<file path="config.mk">
export PLATFORM = sky130hd
export DESIGN_NAME = vnl_div_cell
export DESIGN_NICKNAME = d
export VERILOG_FILES = /design/src/rtl/vnl_pkg.sv /design/src/rtl/vnl_div_cell.sv
export SDC_FILE = /design/constraint.sdc
export NUM_CORES = 1
export LEC_CHECK = 0
export BUFFER_PORTS_ARGS = -buffer_cell sky130_fd_sc_hd__buf_4
export CORE_AREA = 3 3 248 250
export CTS_CLUSTER_SIZE = 24
export DETAILED_ROUTE_END_ITERATION = 16
export DIE_AREA = 0 0 251 253
export SYNTH_ARGS = -nofsm -noshare
export SYNTH_HDL_FRONTEND = slang
export SYNTH_SLANG_ARGS = --single-unit
</file>
<file path="constraint.sdc">
create_clock -name clk -period 3.4 [get_ports clk]
set_input_delay 0.34 -clock clk [delete_from_list [all_inputs] [get_ports clk]]
set_output_delay 0.34 -clock clk [all_outputs]
set_load 0.02 [all_outputs]
</file>
<file path="src/rtl/vnl_pkg.sv">
package vnl_pkg;

    localparam int unsigned CompW  = 32;
    localparam int unsigned RootW  = 32;
    localparam int unsigned QuoW   = 31;
    localparam int unsigned Lanes  = 3;

    typedef struct packed {
        logic [63:0]                    n;
        logic [34:0]                    rem;
        logic [RootW-1:0]               root;
        logic [Lanes-1:0][CompW-1:0]    mag;
        logic [Lanes-1:0]               neg;
    } sq_t;

    typedef struct packed {
        logic [RootW-1:0]               len;
        logic [Lanes-1:0][31:0]         rem;
        logic [Lanes-1:0][QuoW-1:0]     dvd;
        logic [Lanes-1:0][QuoW-1:0]     quo;
        logic [Lanes-1:0]               neg;
    } dv_t;

endpackage

</file>
<file path="src/rtl/vnl_div_cell.sv">
module vnl_div_cell (
    input  logic         clk,
    input  vnl_pkg::dv_t d_in,
    output vnl_pkg::dv_t d_out
);
    import vnl_pkg::*;

    logic [Lanes-1:0][32:0] rs;
    logic [Lanes-1:0][32:0] diff;
    logic [Lanes-1:0]       ge;
    dv_t                    d_next;
    dv_t                    d_reg;

    always_comb
    begin
        d_next = d_in;
        for (int i = 0; i < Lanes; i++)
        begin
            rs[i]   = {d_in.rem[i], d_in.dvd[i][QuoW-1]};
            diff[i] = rs[i] - {1'b0, d_in.len};
            ge[i]   = (rs[i] >= {1'b0, d_in.len});
            d_next.rem[i] = ge[i] ? diff[i][31:0] : rs[i][31:0];
            d_next.dvd[i] = {d_in.dvd[i][QuoW-2:0], 1'b0};
            d_next.quo[i] = {d_in.quo[i][QuoW-2:0], ge[i]};
        end
    end

    always_ff @(posedge clk)
    begin
        d_reg <= d_next;
    end

    assign d_out = d_reg;
endmodule

</file>
Word level (Yosys, flattened, before mapping)
Index checks and enable logic that the tools add are counted.
{"block": "totals", "ff_bits": 314, "latch_bits": 0, "mem_bits_rw": 0, "rom_bits": 0, "inputBits": 318, "out_inout_bits": 317, "wordCells": 20, "n_memories": 0}
{"block": "classes", "add_sub_neg": 3, "n_mul": 0, "div_mod_pow": 0, "n_lt_le_gt_ge": 3, "n_eq_ne": 0, "shift": 0, "mux": 3, "bitwise_logic": 0, "reduce_logical": 0}
{"op": "$ge 33x32->1", "n": 3}
{"op": "$mux 32", "n": 3}
{"op": "$sub 32x32->32", "n": 3}

Depth between registers and ports, before layout
Gate-level depths: netlist of the first run.
{"block": "depth", "ltp_word": 2, "ltp_mapped": 14}

Least setup slack after synthesis of the first run
OpenSTA, ideal clock, no wires.
{"block": "synth_timing", "kind": "in2reg", "from": "in d_in[188] (netlist name)", "to": "reg d_reg (netlist bit d_out[281])", "setup_time_ps": 123, "t_arrival_ps": 2713, "required_time_ps": 3277, "path_slack_ps": 564, "cell_stages": 12, "path_buffers": 0, "path_cell_list": "inv_1 -> ha_1 -> fa_1 -> nand2b_1 -> a21oi_1 -> o211ai_1 -> a21oi_1 -> a31oi_1 -> o31ai_1 -> a31oi_1 -> xnor2_1 -> mux2_1"}
{"item": "start, declared", "line": "vnl_div_cell.sv:3", "rtl": "input vnl_pkg::dv_t d_in,"}
{"item": "end signal, assigned", "line": "vnl_div_cell.sv:30", "rtl": "d_reg <= d_next;"}
{"item": "end, declared", "line": "vnl_div_cell.sv:12", "rtl": "dv_t d_reg;"}

==> results of run 1 <==
## layout by cell type (no fill, tap or decap), drive strengths merged, types with 49 or more instances in the layout
cell         synthesis  layout
dlygate4sd3          0     270
buf                 22     689
clkbuf              26      55
a21oi              106     106
xnor2               49      49
ha                  96      96
inv                 61      61
nor2                66      66
dfxtp              314     314
o21ai              105     105
nand2              127     127
## layout make-up
class / instances / area, um^2
repair buffers: 960 / 7938
diodes: 10 / 25.02
inverters: 61 / 232.7
multi-input cells: 865 / 5931
flip-flops and latches: 314 / 6286
fillers: 5876 / 36480
clock inverters: 20 / 221.5
well taps: 773 / 967.2
clock buffers: 54 / 1166
## per-stage QoR
| stage | total power (W) | util | area, um^2 | worst slack, ns |
|---|---|---|---|---|
| 5_1_grt | 0.01270 | 0.3840 | 22750 | 0.03505 |
| 6_report | 0.01217 | 0.3843 | 22770 | 0.1818 |
| 4_1_cts | 0.01234 | 0.3826 | 22660 | 0.1525 |
| 3_3_place_gp | 0.007472 | 0.3135 | 18570 | 0.1299 |
| 2_1_floorplan | 0.005860 | - | 12650 | 0.5642 |
| 3_5_place_dp | 0.007473 | 0.3135 | 18570 | 0.1351 |
## cells by family (layout without fill, tap and decap cells)
kind of cell,after synthesis,count (layout)
AOI/OAI and AO/OA,364,364
DFF,314,314
and+or+nand+nor,303,303
buffers and inverters,109,1095
adders and majority gates,99,99
xor gates and xnor gates,81,81
muxes,15,15
other,1,13
## power by group through the flow
stage	logic [W]	clock network [W]	registers, W
2_1_floorplan	0.00109	0	0.00477
5_1_grt	0.00369	0.00475	0.00426
3_5_place_dp	0.00317	0	0.00431
6_report	0.00346	0.00447	0.00423
4_1_cts	0.00348	0.00462	0.00424
3_3_place_gp	0.00315	0	0.00432
## how the worst max path moves through the flow
| stage | from | end | slack, ns | cells after the start |
|---|---|---|---|---|
| after CTS | d_in[303] | d_out[262] | 0.15 | 13 |
| after global placement | d_in[188] | d_out[281] | 0.13 | 14 |
| after global routing | d_in[295] | d_out[246] | 0.04 | 13 |
| final | d_in[289] | d_out[251] | 0.18 | 13 |
| after floorplan | d_in[188] | d_out[281] | 0.56 | 12 |
| after detailed placement | d_in[287] | d_out[258] | 0.14 | 13 |
## layer usage
metal | track usage | share of wire | up-vias
met5 | 0 | 0.0022 | -
met3 | 0.05218 | 0.059 | 132
met2 | 0.4147 | 0.51 | 500
met1 | 0.2463 | 0.39 | 6374
met4 | 0.09199 | 0.044 | 24
li1 | - | - | 6449
## timing repair
action | 4_1_cts | 5_1_grt
hold buffers | 270 | 0
gates resized for setup | 0 | 10
hold endpoints to repair | 270 | 0
setup buffers | 0 | 1
endpoints found under the setup margin | 0 | 31
==> out/summary.txt, run 1 <==
first-pass GRT wire length - 102,500 um
number of global-route vias before repair - 14,240
CTS Buffer Depth - 3
Die Area - 63,500 um^2
TritonCTS clock tree - done
Critical Path AT - 3.66 ns
most frequent CP cell - buf_4
post-synthesis instance area - 12,640 um^2
Synth Area per Inst - 9.831 um^2
Syn Inst Count - 1,286
most frequent cells after synthesis - dfxtp_1, nand2_1, a21oi_1
Seq/Total Area, Yosys - 0.4972
Core Region - 59,240 um^2
Iter 0 DRT Violations - 596
hold path start - d_in[280]
Sw Pwr - 0.003865 W
placed insts - 2,701
grt ovf - 0
post-DR wirelength/cell - 24.34 um
compound-gate portion of the synthesized area - 0.1859
Non-Filler Instances - 3,057
Post-synth EDFFs - 0
top cell type by total area after synthesis - dfxtp_1
share of cells above drive strength 1 - 0.3492
post-route ant nets - 0
Vias - 13,480
Num CTS Buffers - 41
MaxCap Viol Count - 0
fin nets - 2,660
Synth Area in Simple Gates - 0.1094
critical path class - in2reg
total track usage - 0.2240
mux cell area share after synthesis - 0.01326
crit path max fanout - 14
DRC - 0
XOR/XNOR share of the synthesized area - 0.05612
logic gate share of total power - 0.285
final WL - 74,400 um
Layout area overhead - 80.09%
Largest register FFs - 314
Hold Vio Cnt, Final - 0
Async S/R FF share, synth - 0
PwrDens - 534.6 nW/um^2
worst hold slack - 0.02144 ns
CP Cell Sequence - dlygate4sd3_1 -> buf_4 -> inv_1 -> ha_1 -> a21o_1 -> a31oi_1 -> o21ai_1 -> a41o_1 -> a31oi_2 -> o21ai_2 -> a21oi_4 -> buf_4 -> o21ai_0
initial antenna violation count - 21
Max VDD drop - 0.0004056 V
CP Launch Type - primary input
Buffers on Ports - 628
Fin Setup TNS - 0 ns
ys flop type - dfxtp_1
chip width - 251 um
I/O pin count - 635
Die H - 253 um
Final setup viols - 0
count leader, synth - dfxtp_1
Slew Viols, Final - 0
row cnt - 89
H-tree levels - 2
Data required, critical path - 3.85 ns
synth warn - 0
hold endpoint - d_out[281]
largest net degree at the start of global routing - 39
Critical Path End Type - flop
P_int - 0.008306 W
initial core utilization - 0.2134
root buffer cell - clkbuf_16
dominant cells by area after synthesis - dfxtp_1, ha_1, a21oi_1
Synth Area in Adders - 0.09976
Tcrit/Tclk final - 0.9465
Final Critical Period - 3.218 ns
switching part of the total - 0.3176
Worst path slowest cell - dlygate4sd3_1
outcome - finished clean
unrepaired setup endpoints after global routing - false
relative slew slack - 0.5701
hold depth - 2
flops & latches, synth - 314
Buf/Inv on CP - 4
Clock power frac - 0.368
clock sink count - 314
share of power burned in registers - 0.348
router iterations before antenna repair - 6
GPL Wtd Cong - 0.9341
Reg clk slew, reported paths - 0.06 ns
Synth top area share - 0.4972
largest family of logic cells by synthesized area - compound AO/OA/AOI/OAI gates
Hold Path Class - in2reg
Max stage delay on crit path - 0.55 ns
CP delay by family, top - compound AO/OA/AOI/OAI gates
Static Leak - 10.60 nW
Netlist cell types - 75
routed vias/inst - 4.409
DP Wirelength - 61,880 um
Worst Max-Slew Pin Slew - 0.6390 ns
Max Fclk - 310.7 MHz
(Power assumes the default switching activity.)
==> run 2: changes to the inputs <==
- BUFFER_PORTS_ARGS: -buffer_cell sky130_fd_sc_hd__buf_4 -> default
- CORE_AREA: 3 3 248 250 -> 3 3 246 248
- DIE_AREA: 0 0 251 253 -> 0 0 249 251
- DONT_BUFFER_PORTS: default -> 1
==> run 2 against run 1 <==
Die area shrank 1.6%. Setup slack gained 0.11 ns. Critical path type unchanged. Power shrank 7.0%. Global-route usage grew 1.2 points. Largest cell class is now sequential cells.
==> out/summary.txt, run 2 (synthesis gave the netlist of run 1 again) <==
CP Cell Sequence - dlygate4sd3_1 -> inv_1 -> ha_1 -> fa_1 -> nor2b_1 -> o21bai_1 -> nand4b_1 -> a21boi_0 -> buf_4 -> o21a_1 -> o21ai_0 -> a31oi_1 -> xor2_1 -> o21ai_0
Worst path slowest cell - dlygate4sd3_1
Largest register FFs - 314
Num CTS Buffers - 40
Pwr Total - 0.01132 W
Worst Max-Slew Pin Slew - 0.6528 ns
met3 Usage GRT - 0.06683
GR Util met1 - 0.2636
hold depth - 2
Tcrit/Tclk final - 0.9137
post-route ant nets - 0
commonest non-fill, non-tap cell in the layout - dfxtp_1
Vias - 11,270
Reg clk slew, reported paths - 0.06 ns
Final Critical Period - 3.106 ns
H-tree levels - 2
initial antenna violation count - 14
largest net degree at the start of global routing - 42
DP Wirelength - 61,090 um
most frequent cells in the layout - dfxtp_1, dlygate4sd3_1, nand2_1, a21oi_1, ha_1
hold path start - d_in[211]
GPL Wtd Cong - 0.8839
Layout area overhead - 43.62%
Slew Viols, Final - 0
total track usage - 0.2362
outcome - finished clean
fin worst setup slack - 0.2936 ns
total setup buffers inserted after CTS - 0
hold endpoint - d_out[212]
CP delay by family, top - compound AO/OA/AOI/OAI gates
Static Leak - 7.587 nW
GR Util met2 - 0.4402
chip width - 249 um
Max Fclk - 321.9 MHz
Hold Path Class - in2reg
final WL - 76,740 um
relative slew slack - 0.5536
post-DR wirelength/cell - 31.53 um
most frequent CP cell - o21ai_0
Core Region - 58,690 um^2
initial core utilization - 0.2154
fin nets - 2,041
Hold Vio Cnt, Final - 0
Max VDD drop - 0.0004727 V
Die H - 251 um
unrepaired setup endpoints after global routing - false
I/O pin count - 635
Critical Path AT - 3.55 ns
Data required, critical path - 3.84 ns
Critical Path End Type - flop
Iter 0 DRT Violations - 590
CP startpoint - d_in[157]
Max stage delay on crit path - 0.58 ns
critical path class - in2reg
PwrDens - 623.7 nW/um^2
row cnt - 89
Fin Setup TNS - 0 ns
CP Launch Type - primary input
Die Area - 62,500 um^2
share of cells above drive strength 1 - 0.07920
root buffer cell - clkbuf_16
Final setup viols - 0
clock sink count - 314
CTS Buffer Depth - 3
MaxCap Viol Count - 0
router iterations before antenna repair - 5
Buffers on Ports - 0
Setup WS pre-CTS - 0.1789 ns
routed vias/inst - 4.631
first-pass GRT wire length - 103,100 um
busiest grt layer - met2
crit path max fanout - 3
grt ovf - 0
Buf/Inv on CP - 3
number of global-route vias before repair - 11,790
DRC - 0
TritonCTS clock tree - done
-- run 2: worst max-delay path by stage --
stage	endpoint	slack (ns)	cells past startpoint
2_1_floorplan	d_out[281]	0.56	12
3_3_place_gp	d_out[280]	0.19	11
3_5_place_dp	d_out[212]	0.18	10
4_1_cts	d_out[249]	0.34	14
5_1_grt	d_out[251]	0.20	14
6_report	d_out[249]	0.29	14
-- run 2: where the power goes --
group | internal (W) | switching [W] | total, W
registers | 0.00408 | 0.000850 | 0.00494
logic | 0.000845 | 0.00103 | 0.00187
clock network | 0.00271 | 0.00181 | 0.00452
-- run 2: what timing repair did --
| action | 4_1_cts | 5_1_grt |
|---|---|---|
| resized for setup | 0 | 0 |
| hold endpoints to repair | 308 | 0 |
| hold buffers | 308 | 0 |
-- run 2: routing by layer --
layer	wire, um	vias to the layer above
li1	-	5210
met2	39920	458
met3	5098	81
met4	2108	8
met1	29560	5516
met5	54	-
-- run 2: final cells by class --
type,count,area [um^2]
fill,5985,40530
sequential,314,6286
multi-input combinational,865,5892
timing repair buffer,342,3376
clock buffer,50,1109
tap,773,967.2
clock inverter,22,280.3
inverter,61,229.0
antenna,7,17.52
-- run 2: per-stage QoR --
stage                     utilization  cell area (um^2)  std cells  hold slack (ns)
after detailed placement       0.2329             13670       2047           0.3678
after global placement         0.2329             13670       2047           0.3678
after CTS                      0.3091             18140       2427         0.009125
final                          0.3094             18160       2434          0.02344
after global routing           0.3093             18150       2431         0.004595
after floorplan                     -             12650       1288           0.3677
