## config.mk

```make
export PLATFORM = sky130hd
export DESIGN_NAME = vnl_sqrt_cell
export DESIGN_NICKNAME = d
export VERILOG_FILES = /design/src/rtl/vnl_pkg.sv /design/src/rtl/vnl_sqrt_cell.sv
export SDC_FILE = /design/constraint.sdc
export NUM_CORES = 1
export LEC_CHECK = 0
export ABC_AREA = 1
export BUFFER_PORTS_ARGS = -buffer_cell sky130_fd_sc_hd__clkbuf_2
export CAP_MARGIN = 5
export CELL_PAD_IN_SITES_DETAIL_PLACEMENT = 1
export CELL_PAD_IN_SITES_GLOBAL_PLACEMENT = 2
export CORE_MARGIN = 2
export CORE_UTILIZATION = 24
export DETAILED_ROUTE_END_ITERATION = 16
export GPL_TIMING_DRIVEN = 0
export PLACE_DENSITY = 0.84
export SYNTH_ARGS = -nofsm -noshare
export SYNTH_HDL_FRONTEND = slang
export SYNTH_SLANG_ARGS = --single-unit
export TNS_END_PERCENT = 30
```

## constraint.sdc

```tcl
create_clock -name clk -period 4.75 [get_ports clk]
set_input_delay 0.95 -clock clk [delete_from_list [all_inputs] [get_ports clk]]
set_output_delay 0.95 -clock clk [all_outputs]
set_load 0.005 [all_outputs]
```

## src/rtl/vnl_pkg.sv

```systemverilog
package vnl_pkg;

    localparam int unsigned CompW  = 32;
    localparam int unsigned RootW  = 32;
    localparam int unsigned QuoW   = 31;
    localparam int unsigned Lanes  = 3;

    typedef struct packed {
        logic [63:0]                    n;
        logic [34:0]                    rem;
        logic [RootW-1:0]               root;
        logic [Lanes-1:0][CompW-1:0]    mag;
        logic [Lanes-1:0]               neg;
    } sq_t;

    typedef struct packed {
        logic [RootW-1:0]               len;
        logic [Lanes-1:0][31:0]         rem;
        logic [Lanes-1:0][QuoW-1:0]     dvd;
        logic [Lanes-1:0][QuoW-1:0]     quo;
        logic [Lanes-1:0]               neg;
    } dv_t;

endpackage

```

## src/rtl/vnl_sqrt_cell.sv

```systemverilog
module vnl_sqrt_cell (
    input  logic         clk,
    input  vnl_pkg::sq_t d_in,
    output vnl_pkg::sq_t d_out
);
    import vnl_pkg::*;

    logic [34:0] rs;
    logic [34:0] trial;
    logic        ge;
    sq_t         d_next;
    sq_t         d_reg;

    always_comb
    begin
        rs     = {d_in.rem[32:0], d_in.n[63:62]};
        trial  = {1'b0, d_in.root, 2'b01};
        ge     = (rs >= trial);
        d_next = d_in;
        d_next.n = {d_in.n[61:0], 2'b00};
        if (ge)
        begin
            d_next.rem  = rs - trial;
            d_next.root = {d_in.root[RootW-2:0], 1'b1};
        end
        else
        begin
            d_next.rem  = rs;
            d_next.root = {d_in.root[RootW-2:0], 1'b0};
        end
    end

    always_ff @(posedge clk)
    begin
        d_reg <= d_next;
    end

    assign d_out = d_reg;
endmodule

```

---- Yosys cells after proc, flatten, opt, wreduce, memory -nomap -nowiden ----
Cells that the tools add are included.
W data, S select, Z words.
word-level totals
  output and inout bits ................... 230
  register bits ........................... 228
operators by class
  $add $sub $neg .......................... 1
  magnitude comparators ................... 1
  mux-type cells .......................... 1
operators by type and width
  cell              number
  $mux W67          1
  $ge A35 B34 Y1    1
  $sub A35 B34 Y35  1

---- Logic depth before layout (Yosys ltp) ----
Gate-level depths: netlist (run 1).
  depth in word-level cells ............... 2
  gate-level depth with buffers ........... 16
  gate-level depth less buffers ........... 15

---- Least setup slack after synthesis (run 1) ----
No wires, ideal clock.
  path kind ............................... in2reg
  start point ............................. input port d_in[113] in the netlist's numbering
  end point ............................... register d_reg (netlist bit d_out[154])
  cell stages on the path ................. 13
  data arrival time ....................... 2.321 ns
  setup slack ............................. 2.316 ns
  path buffers ............................ 1
  required time ........................... 4.637 ns
  cell sequence ........................... inv_1 -> ha_1 -> nand2_1 -> inv_2 -> nand2_1 -> inv_1 -> a21oi_2 -> nand3_2 -> nand3_2 -> nand2_4 -> buf_4 -> nand3_1 -> nand2_1
RTL lines
  what                    RTL line             RTL
  start: declaration      vnl_sqrt_cell.sv:3   input vnl_pkg::sq_t d_in,
  end signal: assignment  vnl_sqrt_cell.sv:35  d_reg <= d_next;
  end: declaration        vnl_sqrt_cell.sv:12  sq_t d_reg;

==> key figures, run 1 <==
Finish
  • Flip-flop and latch area: ~4600 um2
  • Layout cells sized above 1: 0.371
  • Final Util: 0.358
  • Fillers: about 3900
  • Nets@finish: 1638
  • Area of the multi-input gates: ~2500 um2
  • Area Growth Syn to Fin: 47.0%
  • Max FFs per register: approximately 230

Timing
  • Measured slew at the worst slew-check pin: approximately 0.85 ns
  • Fin Setup TNS: 0 ns
  • Max-slew violation count: 0
  • Slew headroom: 0.429
  • Unrepaired setup endpoints after global routing: no
  • Setup slack after layout: 2.02 ns
  • Post-layout minimum cycle time: ~2.7 ns
  • Endpoints failing setup: 0
  • Final Hold Slack: 0.505 ns
  • Final Hold Fails: 0
  • Fmax: ~370 MHz
  • Final Cycle Share: 0.575

Logic synthesis
  • Async S/R FF share, synth: 0
  • Synth area leaders: dfxtp_1 59%, nand2_1 15%, inv_1 6.4%
  • EDFF count, synth: 0
  • Synth Flop Type: dfxtp_1
  • Register area share after synthesis: 0.594
  • Cell count after synthesis: a little under 900
  • Yosys warning total: 0
  • Area share of the largest cell type after synthesis: 0.594
  • Mapped Area: 7680 um2
  • Seq cells post-synth: about 230
  • Post-Syn Area per Cell: roughly 8.6 um2
  • Most frequent cells after synthesis: 306 x nand2_1, 228 x dfxtp_1, 130 x inv_1
  • Count leader, synth: nand2_1
  • Area leader, netlist: dfxtp_1
  • Distinct cells, synth: 26

Setup path
  • Crit end category: flip-flop
  • CP max FO: 5
  • Critical path arrival: 3.16 ns
  • Startpoint Class: primary input
  • Critical path class: primary input to flip-flop
  • CP required: between 5 and 6 ns

Detailed routing
  • Drt drc: 0
  • Vias: approximately 7300
  • DR WL/cell: between 15 and 20 um
  • Pre-Repair DR Iteration Count: 4
  • Initial DRC Count: between 200 and 250
  • Via density: between 4 and 5
  • Routed Antenna Nets: 0
  • Routed WL: ~36 mm

Clock network
  • Postcts setup bufs: 0
  • TritonCTS Buffers: 26
  • H-Tree Depth: 1
  • Root Buffer: clkbuf_16
  • Reg clk slew, reported paths: ~0.06 ns
  • Post-CTS sizing: 0
  • Hold-fix buffers, CTS: 0
  • Clk buf depth: 3
  • CTS sink count: approximately 230
  • CTS tree: done

Global routing
  • Gr ovfl total: 0
  • GRT Overall Usage: 0.208
  • Vias in the first global route: roughly 7600
  • Largest net degree at the start of global routing: 14
  • First-pass GRT wire length: roughly 50 mm
  • Antenna violations before repair: 17

Worst hold path
  • Hold path startpoint: d_in[0]
  • Worst hold path class: primary input to flip-flop
  • Hold path depth: 1
  • Worst Hold End: d_out[0]$_DFF_P_

Power and ir drop
  • Worst vdd ir: between 200 and 250 uV
  • Leak: between 0.006 and 0.007 uW
  • Total power: around 4700 uW
  • Power per cell area: between 400 and 500 nW/um2

Die
  • Initial Util: 0.243
  • Row count: between 60 and 70
  • I/O Pins: ~460
  • Std-Cell Core Area: approximately 32000 um2
  • Die Span Y: 183 um
  • Die Wd: roughly 180 um
  • Full die area: 33400 um2

Place
  • Setup WS pre-CTS: about 1.4 ns
  • Routability cong.: between 0.8 and 0.9
  • Post-DP HPWL: just over 30 mm
  • Port Buf Inserts: roughly 460

Job
  • Max cap viols: 0

Outcome
  • Outcome: complete, no violations
[metrics by stage]
step / instances / cell area [um2]
2_1_floorplan: 889 / 7680
3_3_place_gp: 1747 / 10500
3_5_place_dp: 1747 / 10500
4_1_cts: 1789 / 11300
5_1_grt: 1789 / 11300
6_report: 1801 / 11300
[critical path, stage by stage]
cell,delay (ns)
clkbuf_2,0.08
inv_1,0.04
ha_1,0.36
nand2_1,0.10
inv_1,0.08
nand2_1,0.06
nor2_1,0.14
nor2_1,0.10
o21ai_0,0.68
nand2_1,0.22
nand2_1,0.13
nand2_1,0.05
nand3_1,0.08
nand2_1,0.08
[how the worst max path moves through the flow]
stage          cells past startpoint  slack, ns      start            endpoint
4_1_cts                           14       1.98   d_in[99]  d_out[161]$_DFF_P_
3_5_place_dp                      14       1.41   d_in[99]  d_out[161]$_DFF_P_
6_report                          14       2.02   d_in[99]  d_out[161]$_DFF_P_
5_1_grt                           14       1.74   d_in[99]  d_out[153]$_DFF_P_
2_1_floorplan                     13       2.32  d_in[113]  d_out[154]$_DFF_P_
3_3_place_gp                      14       1.39   d_in[99]  d_out[161]$_DFF_P_
[area by class of cell]
type / count / area share
repair buffers: 456 / 0.202
clock buffers: 34 / 0.0629
clock inverters: 8 / 0.00731
multi-input cells: 520 / 0.225
diodes: 12 / 0.00266
plain buffers: 8 / 0.00632
flip-flops and latches: 228 / 0.404
inverters: 133 / 0.0444
well taps: 402 / 0.0445
[cells in the final DEF, fill, tap and decap left out, drive strengths merged]
| cell | instances |
|---|---|
| a211oi | 1 |
| a21o | 1 |
| a21oi | 24 |
| buf | 8 |
| bufinv | 1 |
| clkbuf | 490 |
| clkinv | 6 |
| clkinvlp | 1 |
| conb | 2 |
| dfxtp | 228 |
| diode | 12 |
| ha | 34 |
| inv | 133 |
| nand2 | 307 |
| nand3 | 34 |
| nand3b | 10 |
| nand4 | 4 |
| nor2 | 66 |
| nor3 | 6 |
| o21a | 2 |
| o21ai | 7 |
| o21bai | 4 |
| xnor2 | 2 |
| xor2 | 16 |
[report_power, final]
part	internal, uW	switching, uW	total (uW)
Combinational	299	423	721
Clock	1100	794	1890
Sequential	2060	41.2	2100
[kinds of logic after synthesis]
kind of cell    share of synthesized area
xor+xnor                           0.0205
simple gates                        0.225
other cells                      0.000488
compound gates                     0.0295
buf+inv                            0.0746
flops                               0.594
fa+ha+maj                          0.0554
[metal layers]
layer / part of all wire / track usage
met4: 0.028 / 0.0659
met2: 0.45 / 0.337
met5: 0.0035 / 0
met3: 0.11 / 0.0866
met1: 0.41 / 0.250
(Power assumes the default switching activity.)
==> run 2, diff against run 1 <==
Settings changed: CORE_UTILIZATION 24 to 20, PLACE_DENSITY 0.84 to 0.75.
Clock period 4.75 ns to 2.4 ns, I/O delays scaled along.
==> key figures, run 2 (same netlist as run 1, synthesis figures left out) <==
Detailed routing
  • DR WL/cell: 19.9 um (about the same)
  • Drt drc: 0 (unchanged)
  • Pre-Repair DR Iteration Count: 4 (unchanged)
  • Via density: 3.89 (was 4.05)
  • Routed Antenna Nets: 0 (unchanged)
  • Vias: 8046 (was 7294)
  • Initial DRC Count: 247 (was 210)
  • Routed WL: 41.1 mm (was 35.9 mm)

Setup path
  • Startpoint Class: primary input (unchanged)
  • Critical path arrival: 2.56 ns (was 3.16 ns)
  • Crit end category: flip-flop (unchanged)
  • CP required: 2.82 ns (was 5.17 ns)
  • CP max FO: 10 (was 5)
  • Critical path class: primary input to flip-flop (unchanged)

Timing
  • Unrepaired setup endpoints after global routing: no (unchanged)
  • Final Hold Fails: 0 (unchanged)
  • Endpoints failing setup: 0 (unchanged)
  • Fmax: between 400 and 500 MHz
  • Slew headroom: 0.557 (was 0.429)
  • Final Cycle Share: 0.891
  • Setup slack after layout: 0.261 ns (was 2.02 ns)
  • Measured slew at the worst slew-check pin: 0.660 ns (was 0.847 ns)
  • Post-layout minimum cycle time: around 2.1 ns
  • Max-slew violation count: 0 (unchanged)
  • Final Hold Slack: 0.0238 ns (was 0.505 ns)

Finish
  • Max FFs per register: 228 (unchanged)
  • Commonest non-fill, non-tap cell in the layout: clkbuf_2 (unchanged)
  • Area Growth Syn to Fin: 72.0% (was 47.0%)
  • Fillers: 4552 (was 3874)
  • Layout cells sized above 1: 0.334 (was 0.371)
  • Nets@finish: 1803 (was 1638)
  • Most frequent cells in the layout: 456 x clkbuf_2, 306 x nand2_1, 228 x dfxtp_1 (unchanged)
  • Fin area: 13200 um2 (was 11300 um2)

Clock network
  • TritonCTS Buffers: 27 (was 26)
  • CTS sink count: 228 (unchanged)
  • Postcts setup bufs: 0 (unchanged)
  • CTS tree: done (unchanged)
  • Reg clk slew, reported paths: 0.06 ns (about the same)
  • H-Tree Depth: 1 (unchanged)
  • Clk buf depth: 3 (unchanged)
  • Root Buffer: clkbuf_16 (unchanged)

Place
  • Dpl cell area: 10600 um2 (was 10500 um2)
  • Post-DP HPWL: 32.7 mm (was 30.9 mm)
  • Port Buf Inserts: 456 (unchanged)
  • Routability cong.: 0.862 (was 0.844)
  • Setup WS pre-CTS: -0.563 ns (was 1.41 ns)

Job
  • Max cap viols: 0 (unchanged)

Die
  • Std-Cell Core Area: 37800 um2 (was 31600 um2)
  • Die Wd: 200 um (was 183 um)
  • Row count: 71 (was 65)
  • Die Span Y: 200 um (was 183 um)
  • I/O Pins: 461 (unchanged)
  • Initial Util: 0.203 (was 0.243)
  • Full die area: 40000 um2 (was 33400 um2)

Power and ir drop
  • Net switching power: 2740 uW (was 1260 uW)
  • Clk pwr share: 0.432 (was 0.401)
  • Sw frac: 0.265 (was 0.267)
  • Leak: 0.00710 uW (was 0.00633 uW)
  • Reg power frac: 0.403 (was 0.446)
  • Worst vdd ir: 460 uV (was 238 uV)
  • Internal: 7600 uW (was 3460 uW)
  • Power per cell area: 782 nW/um2 (was 418 nW/um2)
  • Comb power frac: 0.165 (was 0.153)

Global routing
  • First-pass GRT wire length: 57.4 mm (was 50.5 mm)
  • Largest net degree at the start of global routing: 15 (was 14)
  • Antenna violations before repair: 10 (was 17)
  • GRT Overall Usage: 0.199 (was 0.208)
  • Vias in the first global route: 8803 (was 7636)
  • Gr ovfl total: 0 (unchanged)

Outcome
  • Outcome: complete, no violations (unchanged)

Worst hold path
  • Worst hold path class: primary input to flip-flop (unchanged)
  • Hold path depth: 1 (unchanged)
## run 2: cell count changes in the layout (fill, tap and decap cells not counted), sizes merged
| cell | delta |
|---|---|
| inv | +2 |
| bufinv | +4 |
| dlygate4sd3 | +164 |
| clkinvlp | -1 |
| clkbuf | +2 |
| clkinv | -3 |
| diode | -8 |
## run 2: critical path, cell delays in order
cell	delay (ns)
clkbuf_2	0.11
inv_1	0.05
ha_1	0.35
nand2_1	0.12
nor2_1	0.33
nand2_1	0.18
nor2_1	0.16
nand2_1	0.06
nand3_1	0.09
nor2_2	0.05
nand2_4	0.16
inv_4	0.10
buf_6	0.16
nand2_1	0.06
nand2_1	0.10
## run 2: worst paths after layout
check	startpoint	to	slack (ns)
setup / recovery	d_in[111]	d_out[150]$_DFF_P_	0.26
hold / removal	d_in[167]	d_out[169]$_DFF_P_	0.02
## run 2: area by class of cell
| cell class | instances | area [um2] | share of cell area |
|---|---|---|---|
| Multi-Input combinational cell | 520 | 2540 | 0.193 |
| Tap cell | 511 | 639 | 0.0484 |
| Clock inverter | 10 | 194 | 0.0147 |
| Antenna cell | 4 | 10.0 | 0.000758 |
| Sequential cell | 228 | 4560 | 0.346 |
| Timing Repair Buffer | 620 | 3920 | 0.297 |
| Clock buffer | 36 | 759 | 0.0575 |
| Buffer | 8 | 71.3 | 0.00540 |
| Inverter | 133 | 502 | 0.0380 |
## run 2: timing repair
item                       4_1_cts  5_1_grt
hold endpoints to repair       164        0
setup endpoints to repair        0        2
hold buffers                   164        0
resized for setup                0        1
## run 2: layer usage
| metal | vias up | global-route usage | wire (um) |
|---|---|---|---|
| li1 | 3992 | - | - |
| met1 | 3656 | 0.226 | 16500 |
| met2 | 295 | 0.348 | 19600 |
| met3 | 85 | 0.0565 | 3100 |
| met4 | 18 | 0.0815 | 1810 |
| met5 | - | 0.0111 | 156 |
## run 2: metrics by stage
| stage | cells | setup TNS, ns | total power [uW] | utilization |
|---|---|---|---|---|
| after floorplan | 889 | 0 | 4890 | - |
| after global placement | 1856 | -10.55 | 5730 | 0.281 |
| after detailed placement | 1856 | -11.03 | 5730 | 0.281 |
| after CTS | 2066 | 0 | 10500 | 0.350 |
| after global routing | 2067 | 0 | 10800 | 0.350 |
| final | 2070 | 0 | 10300 | 0.350 |
## run 2: power groups by stage
stage | sequential, uW | clock [uW] | combinational (uW)
after floorplan | 4270 | 0 | 613
after global placement | 4240 | 0 | 1490
after detailed placement | 4240 | 0 | 1490
after CTS | 4160 | 4580 | 1740
after global routing | 4190 | 4730 | 1900
final | 4170 | 4460 | 1700
